[src/hw/rtl/wbps_pkg.sv]
// types and constants of the wildcard byte pattern search
// no dependencies
package wbps_pkg;

	localparam int MaxPattern  = 16;
	localparam int WindowDepth = 16;
	localparam int OffsetBits  = 32;
	localparam int LenBits     = 5;
	localparam int CfgIdxBits  = 2;
	localparam int CfgDataBits = 64;

	localparam logic [7:0] WildcardByte = 8'h3F;

	typedef enum logic [CfgIdxBits-1:0] {
		REG_PATTERN_LOW    = 2'd0,
		REG_PATTERN_HIGH   = 2'd1,
		REG_PATTERN_LENGTH = 2'd2
	} cfg_reg_t;

	typedef logic [WindowDepth-1:0][7:0] window_t;
	typedef logic [MaxPattern-1:0][7:0]  pattern_t;

	typedef struct packed {
		logic [7:0] data_byte;
		logic       region_end;
	} wbps_in_t;

	typedef struct packed {
		logic                  match_found;
		logic [OffsetBits-1:0] match_offset;
	} wbps_out_t;

endpackage

[src/hw/rtl/wildcard_byte_pattern_search.sv]
// Wildcard byte pattern search. One byte beat is taken every cycle while
// byte_ready is high; its result (match offset, or not-found at the region
// end) shows on the result channel from the cycle after the beat, later only
// while earlier results wait there. All pattern lengths are compared in
// parallel, combinationally, on the window register shifted by the new byte
// and on the next region count. A two-entry output buffer lets bytes keep
// flowing while a result waits; byte_ready drops only with both entries full.
// Depends on wbps_pkg, wbps_match and wbps_skid.
module wildcard_byte_pattern_search (
	input  logic                                clk,
	input  logic                                arst_n,
	input  logic                                byte_valid,
	output logic                                byte_ready,
	input  wbps_pkg::wbps_in_t                  byte_item,
	output logic                                result_valid,
	input  logic                                result_ready,
	output wbps_pkg::wbps_out_t                 result_item,
	input  logic                                cfg_valid,
	output logic                                cfg_ready,
	input  logic [wbps_pkg::CfgIdxBits-1:0]     cfg_index,
	input  logic [wbps_pkg::CfgDataBits-1:0]    cfg_data
);

	logic [wbps_pkg::CfgDataBits-1:0] pat_low_q;
	logic [wbps_pkg::CfgDataBits-1:0] pat_high_q;
	logic [wbps_pkg::LenBits-1:0]     pat_len_q;

	wbps_pkg::window_t                window_q;
	logic [wbps_pkg::OffsetBits-1:0]  count_q;
	logic                             matched_q;

	wbps_pkg::window_t                window_next;
	wbps_pkg::pattern_t               pattern;
	logic [wbps_pkg::LenBits-1:0]     active_len;
	logic [wbps_pkg::OffsetBits-1:0]  count_next;
	logic [wbps_pkg::OffsetBits-1:0]  len_wide;
	logic                             hit;
	logic                             found;
	logic                             beat;
	logic                             push;
	logic                             space;
	wbps_pkg::wbps_out_t              push_data;

	assign cfg_ready = 1'b1;

	always_ff @(posedge clk or negedge arst_n) begin
		if (!arst_n) begin
			pat_low_q  <= '0;
			pat_high_q <= '0;
			pat_len_q  <= wbps_pkg::LenBits'(1);
		end else if (cfg_valid) begin
			case (cfg_index)
				wbps_pkg::REG_PATTERN_LOW:    pat_low_q  <= cfg_data;
				wbps_pkg::REG_PATTERN_HIGH:   pat_high_q <= cfg_data;
				wbps_pkg::REG_PATTERN_LENGTH: pat_len_q  <= cfg_data[wbps_pkg::LenBits-1:0];
				default: ;
			endcase
		end
	end

	// zero acts as one, oversize clips to the pattern store
	always_comb begin
		if (pat_len_q == '0) begin
			active_len = wbps_pkg::LenBits'(1);
		end else if (pat_len_q > wbps_pkg::LenBits'(wbps_pkg::MaxPattern)) begin
			active_len = wbps_pkg::LenBits'(wbps_pkg::MaxPattern);
		end else begin
			active_len = pat_len_q;
		end
	end

	assign pattern     = {pat_high_q, pat_low_q};
	assign window_next = {window_q[wbps_pkg::WindowDepth-2:0], byte_item.data_byte};
	assign count_next  = (&count_q) ? count_q : count_q + 1'b1;
	assign len_wide    = wbps_pkg::OffsetBits'(active_len);

	wbps_match u_match (
		.window     (window_next),
		.pattern    (pattern),
		.active_len (active_len),
		.hit        (hit)
	);

	assign found      = hit && (count_next >= len_wide);
	assign byte_ready = space;
	assign beat       = byte_valid && byte_ready;
	assign push       = beat && !matched_q && (found || byte_item.region_end);

	assign push_data.match_found  = found;
	assign push_data.match_offset = found ? (count_next - len_wide) : '0;

	always_ff @(posedge clk or negedge arst_n) begin
		if (!arst_n) begin
			window_q  <= '0;
			count_q   <= '0;
			matched_q <= 1'b0;
		end else if (beat) begin
			if (byte_item.region_end) begin
				window_q  <= '0;
				count_q   <= '0;
				matched_q <= 1'b0;
			end else if (!matched_q) begin
				window_q  <= window_next;
				count_q   <= count_next;
				matched_q <= found;
			end
		end
	end

	wbps_skid u_skid (
		.clk          (clk),
		.arst_n       (arst_n),
		.push         (push),
		.push_data    (push_data),
		.space        (space),
		.result_valid (result_valid),
		.result_ready (result_ready),
		.result_item  (result_item)
	);

endmodule

[src/hw/rtl/wbps_match.sv]
// parallel wildcard compare of the byte window against the pattern
// depends on wbps_pkg
module wbps_match (
	input  wbps_pkg::window_t               window,
	input  wbps_pkg::pattern_t              pattern,
	input  logic [wbps_pkg::LenBits-1:0]    active_len,
	output logic                            hit
);

	logic [wbps_pkg::MaxPattern-1:0] hit_by_len;
	logic [$clog2(wbps_pkg::MaxPattern)-1:0] len_sel;

	// hit_by_len[l] covers a pattern of l+1 bytes; byte i meets window entry l-i
	always_comb begin
		logic ok;
		for (int l = 0; l < wbps_pkg::MaxPattern; l++) begin
			ok = 1'b1;
			for (int i = 0; i <= l; i++) begin
				if (pattern[i] != wbps_pkg::WildcardByte && pattern[i] != window[l-i]) begin
					ok = 1'b0;
				end
			end
			hit_by_len[l] = ok;
		end
	end

	assign len_sel = active_len[$clog2(wbps_pkg::MaxPattern)-1:0] - 1'b1;
	assign hit     = hit_by_len[len_sel];

endmodule

[src/hw/rtl/wbps_skid.sv]
// two-entry result buffer: output register plus skid register
// depends on wbps_pkg
module wbps_skid (
	input  logic               clk,
	input  logic               arst_n,
	input  logic               push,
	input  wbps_pkg::wbps_out_t push_data,
	output logic               space,
	output logic               result_valid,
	input  logic               result_ready,
	output wbps_pkg::wbps_out_t result_item
);

	logic                main_valid_q;
	logic                skid_valid_q;
	wbps_pkg::wbps_out_t main_q;
	wbps_pkg::wbps_out_t skid_q;
	logic                pop;

	assign pop          = main_valid_q && result_ready;
	assign space        = !skid_valid_q;
	assign result_valid = main_valid_q;
	assign result_item  = main_q;

	always_ff @(posedge clk or negedge arst_n) begin
		if (!arst_n) begin
			main_valid_q <= 1'b0;
			skid_valid_q <= 1'b0;
		end else if (skid_valid_q) begin
			if (pop) begin
				skid_valid_q <= 1'b0;
			end
		end else if (push) begin
			if (!main_valid_q || pop) begin
				main_valid_q <= 1'b1;
			end else begin
				skid_valid_q <= 1'b1;
			end
		end else if (pop) begin
			main_valid_q <= 1'b0;
		end
	end

	always_ff @(posedge clk) begin
		if (skid_valid_q) begin
			if (pop) begin
				main_q <= skid_q;
			end
		end else if (push) begin
			if (!main_valid_q || pop) begin
				main_q <= push_data;
			end else begin
				skid_q <= push_data;
			end
		end
	end

endmodule

[config.mk]
export PLATFORM = sky130hd
export DESIGN_NAME = wildcard_byte_pattern_search
export DESIGN_NICKNAME = d
export VERILOG_FILES = /design/src/hw/rtl/wbps_pkg.sv /design/src/hw/rtl/wildcard_byte_pattern_search.sv /design/src/hw/rtl/wbps_match.sv /design/src/hw/rtl/wbps_skid.sv
export SDC_FILE = /design/constraint.sdc
export NUM_CORES = 1
export LEC_CHECK = 0
export BUFFER_PORTS_ARGS = -buffer_cell sky130_fd_sc_hd__buf_2
export CAP_MARGIN = 10
export CORE_MARGIN = 5
export CORE_UTILIZATION = 25
export CTS_CLUSTER_DIAMETER = 200
export DETAILED_ROUTE_END_ITERATION = 10
export GPL_ROUTABILITY_DRIVEN = 1
export PLACE_DENSITY = 0.51
export RECOVER_POWER = 25
export SYNTH_ARGS = -nofsm -noshare
export SYNTH_HDL_FRONTEND = slang
export SYNTH_SLANG_ARGS = --single-unit
[constraint.sdc]
create_clock -name clk -period 8.6 [get_ports clk]
set_input_delay 0.43 -clock clk [delete_from_list [all_inputs] [get_ports clk]]
set_output_delay 0.43 -clock clk [all_outputs]
set_load 0.005 [all_outputs]
After elaboration in Yosys (flattened, before gate mapping)
Cells that the tools add are included.
- add/subtract/negate cells: 3
- multipliers: 0
- divide/modulo/power cells: 0
- order comparisons: 3
- equality and inequality tests: 157
- shift-type cells: 0
- mux-type cells: 159
- bitwise logic cells: 2
- reduce and logical (&&, ||, !) cells: 159
- operator list (cell ; count):
    8-bit inequality test ; 136
    120-bit 2-to-1 mux ; 2
    1-bit 2-to-1 mux ; 146
    1-bit logical AND ; 141
    33-bit 2-to-1 mux ; 4
    32-bit 2-to-1 mux ; 4
    8-bit by 6-bit inequality test with 1-bit output, second input constant ; 16
    32-bit by 1-bit adder with 32-bit output, second input constant ; 1
    32-bit by 5-bit >= comparator with 1-bit output ; 1
    32-bit AND reduction ; 1
    32-bit by 5-bit subtractor with 32-bit output ; 1
    5-bit 2-to-1 mux ; 2
    3-bit AND reduction ; 3
    2-bit AND reduction ; 4
    2-bit nonzero test ; 3
    5-bit greater-than comparator, second input constant ; 1
    5-bit zero test ; 1
    4-bit by 5-bit < comparator with 1-bit output, second input constant ; 1
    1-bit binary-select mux with 4-bit select ; 1
    2-bit inequality test, second input constant ; 2
    4-bit by 1-bit subtractor with 4-bit output, second input constant ; 1
    1-bit zero test ; 3
    2-bit by 1-bit equality test with 1-bit output, second input constant ; 1
    2-bit equality test, second input constant ; 1
    other kinds (4) ; 6
- bits in registers: 354
- bits in latches: 0
- bits in writable memories: 0
- bits in read-only memories: 0
- input bits: 80
- output and inout bits: 36
- logic and storage cells: 509
- memories: 0

Longest topological paths before layout
- word-level depth: 25
- gate-level depth with buffers: 19
- gate-level depth less buffers: 16

By module
Synthesis repeated with hierarchy kept, for this count alone.
- cells, all modules: 3059
- area, all modules: 29462.0 um^2
- by module, submodules not included (module ; instances ; cells an instance ; area an instance (um^2) ; seq. area each (um^2)):
    wbps_match ; 1 ; 1895 ; 14096.0 ; 0.0
    wildcard_byte_pattern_search ; 1 ; 1050 ; 12852.3 ; 7158.1
    wbps_skid ; 1 ; 114 ; 2513.7 ; 2031.9

Worst setup path after synthesis
No wires, ideal clock.
- path type: reg2reg
- from: reg count_q[0] (netlist bit)
- to: reg u_skid.skid_q[0] (netlist bit), enable pin
- arrival time: 6.475 ns
- required time: 8.094 ns
- slack: 1.619 ns
- stages on the path, launching flop included: 18
- period minus slack after synthesis: 6.981 ns
- path through: dfrtp_1 > ha_1 > nand4_1 > nor4_4 > and3_1 > buf_4 > xor2_1 > ha_1 > fa_1 > nor2b_1 > o21ai_0 > nand2b_1 > a21o_1 > a211oi_4 > nand3b_4 > or4_4 > a31oi_1 > nor4_1
- cells in the longest elaborated chain, start to end: 7
- ends and longest elaborated chain (item ; RTL line ; text):
    start: declaration ; wildcard_byte_pattern_search.sv:29 ; logic [wbps_pkg::OffsetBits-1:0] count_q;
    start signal: assignment ; wildcard_byte_pattern_search.sv:104 ; count_q <= count_next;
    32-bit by 1-bit adder with 32-bit output / 32-bit AND reduction (equally long branches) ; wildcard_byte_pattern_search.sv:74 ; assign count_next = (&count_q) ? count_q : count_q + 1'b1;
    32-bit 2-to-1 mux * ; wildcard_byte_pattern_search.sv:74 ;
    32-bit by 5-bit >= comparator with 1-bit output * ; wildcard_byte_pattern_search.sv:84 ; assign found = hit && (count_next >= len_wide);
    1-bit logical AND * ; wildcard_byte_pattern_search.sv:84 ;
    1-bit logical OR * ; wildcard_byte_pattern_search.sv:87 ; assign push = beat && !matched_q && (found || byte_item.region_end);
    1-bit logical AND * ; wildcard_byte_pattern_search.sv:87 ;
    3-bit AND reduction (no line) * ; n/a ;
    end signal: assignment ; wbps_skid.sv:53 ; skid_q <= push_data;
    end: declaration ; wbps_skid.sv:17 ; wbps_pkg::wbps_out_t skid_q;
Every way passes the cells marked *; elsewhere a longest branch is shown, timed or not.
A chain may end at the register's enable or synchronous reset.

Worst setup path in the final report
- from: reg count_q[24] (netlist bit)
- to: reg u_skid.main_q (netlist bit u_skid.result_item[22]), enable pin
- cells in the longest elaborated chain, start to end: 8
- ends and longest elaborated chain (item ; RTL line ; text):
    32-bit by 1-bit adder with 32-bit output / 32-bit AND reduction (equally long branches) ; wildcard_byte_pattern_search.sv:74 ;
    32-bit 2-to-1 mux * ; wildcard_byte_pattern_search.sv:74 ;
    32-bit by 5-bit >= comparator with 1-bit output * ; wildcard_byte_pattern_search.sv:84 ;
    1-bit logical AND * ; wildcard_byte_pattern_search.sv:84 ;
    1-bit logical OR * ; wildcard_byte_pattern_search.sv:87 ;
    1-bit logical AND * ; wildcard_byte_pattern_search.sv:87 ;
    2-bit nonzero test (no line) * ; n/a ;
    3-bit AND reduction (no line) * ; n/a ;
    end signal: assignment ; wbps_skid.sv:47 ; main_q <= skid_q;
    end signal: assignment ; wbps_skid.sv:51 ; main_q <= push_data;
    end: declaration ; wbps_skid.sv:16 ; wbps_pkg::wbps_out_t main_q;
Marked as above.

==> summary.md <==
| Metric | Value |
|---|---|
| Pin count of the biggest net entering global routing | 137 |
| GRT overflow | 0 |
| Clock network fraction of total power | 0.253 |
| Routed wire length | 113000 µm |
| # setup viols final | 0 |
| Vias after detailed routing | 23900 |
| Max-capacitance violation count | 3 |
| Switching power as a share of total power | 0.432 |
| RSZ-0062 raised after global routing | false |
| Data required time at the worst endpoint | 8.86 ns |
| Internal power | 0.00431 W |
| HPWL after DPL | 77700 µm |
| Io pins | 116 |
| CP cell instances | nand4_2 > nor2_1 > nand4_1 > nand2_1 > xnor2_1 > ha_1 > nor2b_1 > o21ai_0 > nand2b_1 > a21o_1 > a211oi_4 > nand3b_4 > or4_4 > a31oi_1 > o21ai_4 |
| Hold Path Origin | cfg_data[23] |
| Relative slew slack | -2.27 |
| Routed wl met2 | 51100 µm |
| Insertion delay to the later sink of the worst-skew pair | 0.62 ns |
| Sort of element at the end of the critical path | register |
| Root Buffer Master | clkbuf_16 |
| Critical path startpoint category | register |
| Initial antenna violation count | 8 |
| Instance count of the mapped netlist | 3115 |
| Initial core utilization | 0.251 |
| Number of buffers inserted during clock tree synthesis | 44 |
| Share of the clock period used by the worst path after layout | 0.642 |
| Combinational group share of total power | 0.404 |
| Proportion of register bits with asynchronous set or reset after synthesis | 0.814 |
| Violations in the final reports | capacitance limit, slew limit |
| Pre-antenna DRT Iters | 5 |
| Synth warnings | 0 |
| Most frequently used flop master after synthesis | dfrtp_1 |
| Sum of buffers and inverters on the critical path | 0 |
| Part of the power in registers | 0.343 |
| Syn avg cell area | 9.32 µm² |
| Die X-Extent | 351 µm |
| Wire length of the first global-routing pass | 166000 µm |
| Arrival time worst endpoint | 5.78 ns |
| Die outline area | 123000 µm² |
| Ratio of cells with drive above 1 in the final layout | 0.141 |
| Number of pins with negative max-slew slack in the final report | 150 |
| Gp weighted congestion | 0.989 |
| DRC violation count after routing | 0 |
| Max Clock Skew | 0.0355 ns |
| Actual slew at the worst max-slew pin | 4.91 ns |
| P&R area growth vs syn | 11.2% |
| DR vias/cell | 5.26 |
| Standard cell with the maximum stage delay on the critical path | nor2_1 |
| Worst-case vdd ir drop | 175 µV |
| Type of the tightest min-delay check | in2reg |
| Routed length on met3 | 8090 µm |
| Clock transition at the register clock pins on the worst setup and hold paths after CTS | 0.06 ns |
| Max frequency | 181 MHz |
| Floorplan die height | 351 µm |
| Fin Setup TNS | 0 ns |
| Clock sink count | 354 |
| Post-synthesis cell area | 29000 µm² |
| Sequential fraction of the synthesis area | 0.317 |
| Depth of the CTS H-tree | 2 |
| Switching component of the power | 0.00328 W |
| DRC violation total after the first TritonRoute iteration | 2392 |
| Largest incremental delay on the critical path | 0.66 ns |
| Power density relative to cell area | 235 nW/µm² |
| Vias in the first global route | 23600 |
| Wirelength per Cell | 24.9 µm |
| Net count after synthesis | 3203 |
| Number of port buffers | 114 |
| Number of core rows | 125 |
| Top layer used by detailed routing | met4 |
| Post-synth EDFFs | 66 |
| Leakage component of the power | 14.6 nW |
| Number of fill cells | 12300 |
| Family with the most delay on the worst path | simple AND/OR/NAND/NOR gates |
| Total power consumption of the routed design | 0.00759 W |
| Flip-flop and latch count after synthesis | 354 |
| Status | finished, violations left |
| GRT Overall Usage | 0.178 |
| Final ANT Viol Nets | 0 |
| Worst setup path startpoint | count_q[24] |
| Number of hold violations in the final report | 0 |
| Shortest period the worst path allows | 5.52 ns |
| Number of nets in the final layout | 3080 |
| M1 wire length | 49000 µm |
| Setup bufs post-CTS | 0 |
| Maximum buffer depth of the clock tree | 3 |
| CTS tree | yes |
| Launching point of the worst reg2reg path | count_q[24] |
| Count of cell types in the netlist | 76 |
| Worst Path Max Fanout | 33 |
| Total core area | 116000 µm² |
| Crit Path Category | reg2reg |
[path summary, 6_finish.rpt]
kind	depth (start not counted)	to	slack (ns)
max	15	u_skid.result_item[22]	3.08
min	2	pat_high_q[23]	0.06
max reg2reg	15	u_skid.result_item[22]	3.08
min reg2reg	1	window_next[8]	0.51
max in group asynchronous	3	window_next[44]	3.60
min in group asynchronous	2	window_next[14]	2.16
[synthesized netlist by cell type (all sizes together), types with 2 or more instances]
cell	number	share of area
a211oi	4	0.0016
a21boi	2	0.00052
a21o	3	0.00078
a21oi	143	0.025
a22o	130	0.039
a2bb2oi	2	0.00060
a311oi	4	0.0012
a31oi	10	0.0022
and2	3	0.00065
and3	10	0.0022
and4	6	0.0018
buf	157	0.023
clkbuf	232	0.030
clkinv	2	0.00026
dfrtp	287	0.25
edfxtp	66	0.068
ha	7	0.0030
inv	15	0.0019
mux2	135	0.052
mux2i	5	0.0017
nand2	105	0.014
nand2b	5	0.0011
nand3	29	0.0059
nand3b	4	0.0016
nand4	49	0.011
nor2	76	0.0098
nor2b	4	0.00086
nor3	23	0.0040
nor3b	3	0.00078
nor4	324	0.072
o2111ai	2	0.00060
o211ai	2	0.00052
o21a	2	0.00052
o21ai	47	0.0081
o311ai	4	0.0015
o31ai	43	0.011
or2	5	0.0011
or3	9	0.0019
or4	6	0.0018
xnor2	47	0.014
xor2	1086	0.33
[flip-flops by register name, indices dropped and copies added, names as in the netlist]
name,cells
matched_q,1
count_q,32
u_skid.result_item,33
u_skid.skid_valid_q,1
u_skid.skid_q,33
pat_low_q,64
window_next,120
pat_high_q,64
pat_len_q,5
u_skid.result_valid,1
[through the flow]
stage	util	hold slack [ns]	setup slack (ns)	cells	area (µm²)
after floorplan	-	0.134	1.62	3115	29000
after global placement	0.267	0.479	3.20	4469	30900
after detailed placement	0.267	0.496	3.15	4469	30900
after CTS	0.279	0.0341	3.11	4547	32300
after global routing	0.279	0.0528	2.58	4548	32300
final	0.279	0.0550	3.08	4549	32300
[per-layer routing]
| metal | track usage | vias to the layer above |
|---|---|---|
| met3 | 0.0305 | 285 |
| met4 | 0.0741 | 0 |
| met1 | 0.241 | 12100 |
| met2 | 0.283 | 1034 |
| li1 | - | 10500 |
| met5 | 0 | - |
[cell families (layout without fill, tap and decap cells)]
family / Yosys count / in the layout / share of synthesized area
buffers and inverters: 406 / 314 / 0.0552
XOR/XNOR: 1133 / 1133 / 0.342
AND/OR/NAND/NOR: 664 / 664 / 0.131
multiplexers: 140 / 140 / 0.0541
other: 1 / 3 / 0.000129
AO/OA/AOI/OAI: 409 / 409 / 0.0974
adder cells (fa/ha/maj): 8 / 8 / 0.00371
flip-flops: 354 / 354 / 0.317
[power groups by stage]
stage	logic [W]	registers [W]	clock network (W)
finish	0.00307	0.00260	0.00192
global placement	0.00298	0.00261	0
global route	0.00332	0.00262	0.00203
floorplan	0.00249	0.00212	0
detailed placement	0.00304	0.00261	0
CTS	0.00305	0.00258	0.00196
[final cells by class]
cell class / count / area, µm² / area share
multi-input combinational: 2355 / 18300 / 0.567
sequential: 354 / 9190 / 0.285
tap: 1524 / 1910 / 0.0591
timing repair buffer: 220 / 1350 / 0.0417
clock buffer: 57 / 1190 / 0.0369
clock inverter: 20 / 272 / 0.00841
inverter: 17 / 63.8 / 0.00198
antenna: 2 / 5.00 / 0.000155
[cells in the final DEF, fill, tap and decap left out, types with 47 or more instances in the layout]
cell / count
edfxtp_1: 66
nor2_1: 76
dfrtp_1: 286
a22o_1: 130
xnor2_1: 47
buf_4: 102
a21oi_1: 143
buf_2: 80
nor4_1: 311
mux2_2: 135
xor2_1: 1086
nand2_1: 105
[what timing repair did]
action                                  CTS  global route
endpoints found under the setup margin    0             0
hold buffers                              1             0
endpoints found under the hold margin    84             0
resized for setup                         0             0
(Power assumes the default switching activity.)
